**src/tmie_ram.sv**
```systemverilog
// ----------------------------------------------------------------------------
// Generic simple dual-port RAM
// One write port and one read port with registered read data.
// ----------------------------------------------------------------------------
module tmie_ram #(
  parameter int unsigned WIDTH = 8,
  parameter int unsigned DEPTH = 16
) (
  input  logic                     clk,
  input  logic                     we,
  input  logic [$clog2(DEPTH)-1:0] waddr,
  input  logic [WIDTH-1:0]         wdata,
  input  logic [$clog2(DEPTH)-1:0] raddr,
  output logic [WIDTH-1:0]         rdata
);

  logic [WIDTH-1:0] mem [DEPTH];

  always_ff @(posedge clk) begin
    if (we) begin
      mem[waddr] <= wdata;
    end
    rdata <= mem[raddr];
  end

endmodule

```
**config.mk**
```make
export PLATFORM = sky130hd
export DESIGN_NAME = tmie_ram
export DESIGN_NICKNAME = d
export VERILOG_FILES = /design/src/tmie_ram.sv
export SDC_FILE = /design/constraint.sdc
export NUM_CORES = 1
export LEC_CHECK = 0
export CAP_MARGIN = 20
export CORE_ASPECT_RATIO = 0.9
export CORE_MARGIN = 2
export CORE_UTILIZATION = 50
export CTS_BUF_LIST = sky130_fd_sc_hd__clkbuf_16
export CTS_CLUSTER_SIZE = 14
export DETAILED_ROUTE_END_ITERATION = 10
export DONT_BUFFER_PORTS = 1
export GPL_ROUTABILITY_DRIVEN = 0
export PLACE_DENSITY_LB_ADDON = 0.3
export SLEW_MARGIN = 20
export SYNTH_ARGS = -nofsm -noshare
export SYNTH_HDL_FRONTEND = slang
export SYNTH_SLANG_ARGS = --single-unit
export TNS_END_PERCENT = 50
```
**constraint.sdc**
```tcl
create_clock -name clk -period 2.8 [get_ports clk]
set_input_delay 0 -clock clk [delete_from_list [all_inputs] [get_ports clk]]
set_output_delay 0 -clock clk [all_outputs]
set_load 0.005 [all_outputs]
```
# Word level (Yosys, flattened, before mapping)
# Memories as Yosys holds them, arrays and structs flattened. A register that Yosys moved wholly into a read port is not among the register bits.
# Index checks and enable logic that the tools add are counted.
[op_classes]
addsub = 0
n_mul = 0
div_mod_pow = 0
n_lt_le_gt_ge = 0
n_eq_ne = 0
shift = 0
n_mux = 2
bitwise_logic = 0
n_reduce_logical = 0
[op_table]
columns = ["cell", "n"]
rows = [
  ["two-way mux 1 bit", 2],
]
[word_totals]
regBits = 0
latch_bits = 0
ramBits = 128
romBits = 0
inputBits = 18
out_inout_bits = 8
wordCells = 3
memories = 1
[memory_table]
columns = ["name", "depth", "width", "rd", "rd_ports_with_merged_regs", "write_ports", "line_no", "rtl"]
rows = [
  ["mem", 16, 8, 1, 1, 1, "17", "logic [WIDTH-1:0] mem [DEPTH];"],
]

# Logic depth before layout (Yosys ltp)
[depth]
word_depth = 2
mapped_depth = 5
depth_no_buf = 3

# Worst setup path after synthesis
# Ideal clock, no wire load.
[synth_timing]
path_kind = "input port to flip-flop"
start = "input port waddr[2]"
end = "memory mem[0][0] (enable)"
setup_ns = 0.383
arrival_time_ns = 1.110
setup_slack_ns = 1.307
path_stages = 2
path_buffers = 0
cell_sequence = "or3b_2 nor3_1"
[synth_lines]
columns = ["item", "line_no", "rtl"]
rows = [
  ["start: declaration", "11", "input logic [$clog2(DEPTH)-1:0] waddr,"],
  ["end: declaration", "17", ""],
]
# No word-level cell before the write port.

==> impl_metrics.yaml <==
outcome:
  outcome: "complete, no violations"
routing:
  drtAntennaViolNets: 0
  initialDrtViolationCount: 194
  vias: 2364
  routed_wl_um: 9940
  routedWlPerCell_um: 24.9
  dr.pass1.iters: 4
  drc: 0
  avgViaCountPerCell: 5.92
clock_tree:
  clock_latency_ps: 410
  cts_tree: "built"
  root_buffer: "clkbuf_16"
  clk_pin_slew_ps: 50
  clockBufferDepth: 2
  cts-resized-gates: 0
  cts_inserted_buffers: 17
  clkSinkCount: 136
  cts_setup_buffers: 0
  h-tree-depth: 4
power:
  power_switching_mw: 0.897
  p_comb_share_pct: 3.9
  ir_worst_vdd_v: 0.000612
  clkPwrFrac_pct: 47.6
  powerDensity_nw_per_um2: 785
  leakagePower_nw: 1.98
  sequentialPowerShare_pct: 48.5
  power.total_mw: 4.73
  power.internal_mw: 3.83
  switching_share_pct: 19.0
sta:
  tightest_slew_ps: 1000
  tns_ps: 0
  min_period_ps: 2270
  fin_ws_ps: 529
  hold_violations: 0
  whs_ps: 11.1
  max_freq_mhz: 440
  fin_skew_ps: 5.12
  fin_crit_sh_pct: 81.1
  slew_headroom_pct: 32.8
  final-max-slew-violation-count: 0
  rsz0062_at_grt: "false"
  setup_viol: 0
setup_path:
  cp_common_cell: "dlygate4sd3_1"
  crit_type: "flop to flop"
  cp_top_family: "buffers and inverters"
  cp_num_buf_inv: 2
  critPathArrivalTime_ps: 2560
  endpoint_kind: "flop"
  critical_path.cell_chain: "mux4_1 -> dlygate4sd3_1 -> a22oi_1 -> nand2_1 -> dlygate4sd3_1"
  required_ps: 3090
  max_stage_delay_ps: 570
  critPathMaxFanout: 1
  critPathLaunchType: "flop"
  cpMaxStageDelayCell: "dlygate4sd3_1"
synthesis:
  synthFlopType: "edfxtp_1"
  synthTopCellsByArea: "edfxtp_1 (75%), mux4_2 (7.9%), mux4_1 (7.1%)"
  synth_common_cells: "edfxtp_1 (128), mux4_2 (18), a22oi_1 (16)"
  yosys.area.top_type_share_pct: 74.7
  synth_edf_count: 128
  ys_warn_count: 0
  ys_seq_area_share_pct: 77.8
  syn_area_per_cell_um2: 22.5
  synth_area_um2: 5150
  yosys.cell_types.count: 19
  synth_top_cell_by_area: "edfxtp_1"
  yosysMostFrequentCell: "edfxtp_1"
  ys_async_sr_fraction_pct: 0
  yosys_register_bits: 136
  syn_inst: 229
  syn_nets: 247
cells_and_area:
  layout.cells.non_filler: 399
  final_core_util_pct: 59.5
  drive_above_1_share_pct: 19.3
  num_antenna_cells: 0
  areaGrowthSynthToFinish_pct: 17.0
  fin_area_um2: 6020
  fin_nets: 275
min_path:
  hold_class: "input pin to flop"
floorplanning:
  io-pin-count: 26
  rows: 35
  core-area_um2: 10100
  dieArea_um2: 11100
  dieWidth_um: 111
  die_y_um: 100
  start_util_pct: 50.9
placement:
  place_inst: 352
  pre_cts_ws_ps: 1280
  dpl-instance-area_um2: 5250
  hpwl_um: 6010
  io_buffer_count: 0
global_routing:
  grt_max_degree: 31
  grt_usage_pct: 19.6
  grt_remaining_overflow: 0
  grt_pass1_wl_um: 15000
  grt_pass1_vias: 2354
  antenna_found_initial: 0
job:
  drv_cap: 0
placed cells by master, fill, tap and decap left out, types with 4 or more instances in the layout:
cell type / n
edfxtp_1: 128
mux4_2: 18
clkbuf_16: 17
a22oi_1: 16
mux4_1: 14
dlygate4sd3_1: 14
nor2_1: 13
nand2_1: 9
dfxtp_1: 8
nor3_1: 4
bufinv_16: 4
buf_4: 4
layer usage:
metal	vias to the layer above	share of wire [%]	global-route usage, %
met5	-	0	0
met4	0	1.1	6.92
met1	1226	44	29.8
li1	1031	-	-
met3	10	8.5	5.07
met2	97	46	27.9
layout make-up:
class / instances / area [um^2]
Tap cell: 129 / 161
Multi-Input combinational cell: 83 / 1060
Timing Repair Buffer: 19 / 190
Clock buffer: 17 / 425
Clock inverter: 15 / 185
Sequential cell: 136 / 4000
Fill cell: 698 / 4090
tightest hold or removal path, delay by kind of cell:
kind / cells / cell delay [ps]
simple gates: 1 / 90
mux: 1 / 210
compound gates: 1 / 70
power by group through the flow:
stage	Combinational (mW)	Sequential, mW	Clock, mW
finish	0.182	2.29	2.25
global route	0.199	2.30	2.37
CTS	0.184	2.30	2.28
detailed placement	0.121	2.34	0
global placement	0.121	2.33	0
floorplan	0.116	2.33	0
sequential cells by signal, summed over array words and instances (netlist names):
register,cells
rdata,8
mem,128
worst paths after layout:
kind                            startpoint  endpoint  slack [ps]  cells after the start
worst max-delay path             mem[4][2]  rdata[2]         530                      5
worst min-delay path              raddr[0]  rdata[5]          10                      3
worst max register to register   mem[4][2]  rdata[2]         530                      5
worst min register to register   mem[4][3]  rdata[3]         660                      3
repair_timing:
action | 4_1_cts | 5_1_grt
hold buffers | 15 | 0
endpoints found under the hold margin | 168 | 0
setup endpoints to repair | 0 | 0
kinds of logic (layout without fill, tap and decap cells):
family                 Yosys count  after routing  synth area share, %
buffers and inverters           10             51                 1.68
muxes                           32             32                 15.0
and+or+nand+nor                 35             35                 3.18
AOI/OAI and AO/OA               16             16                 2.33
DFF                            136            136                 77.8
Power figures use the tool's default switching activity.
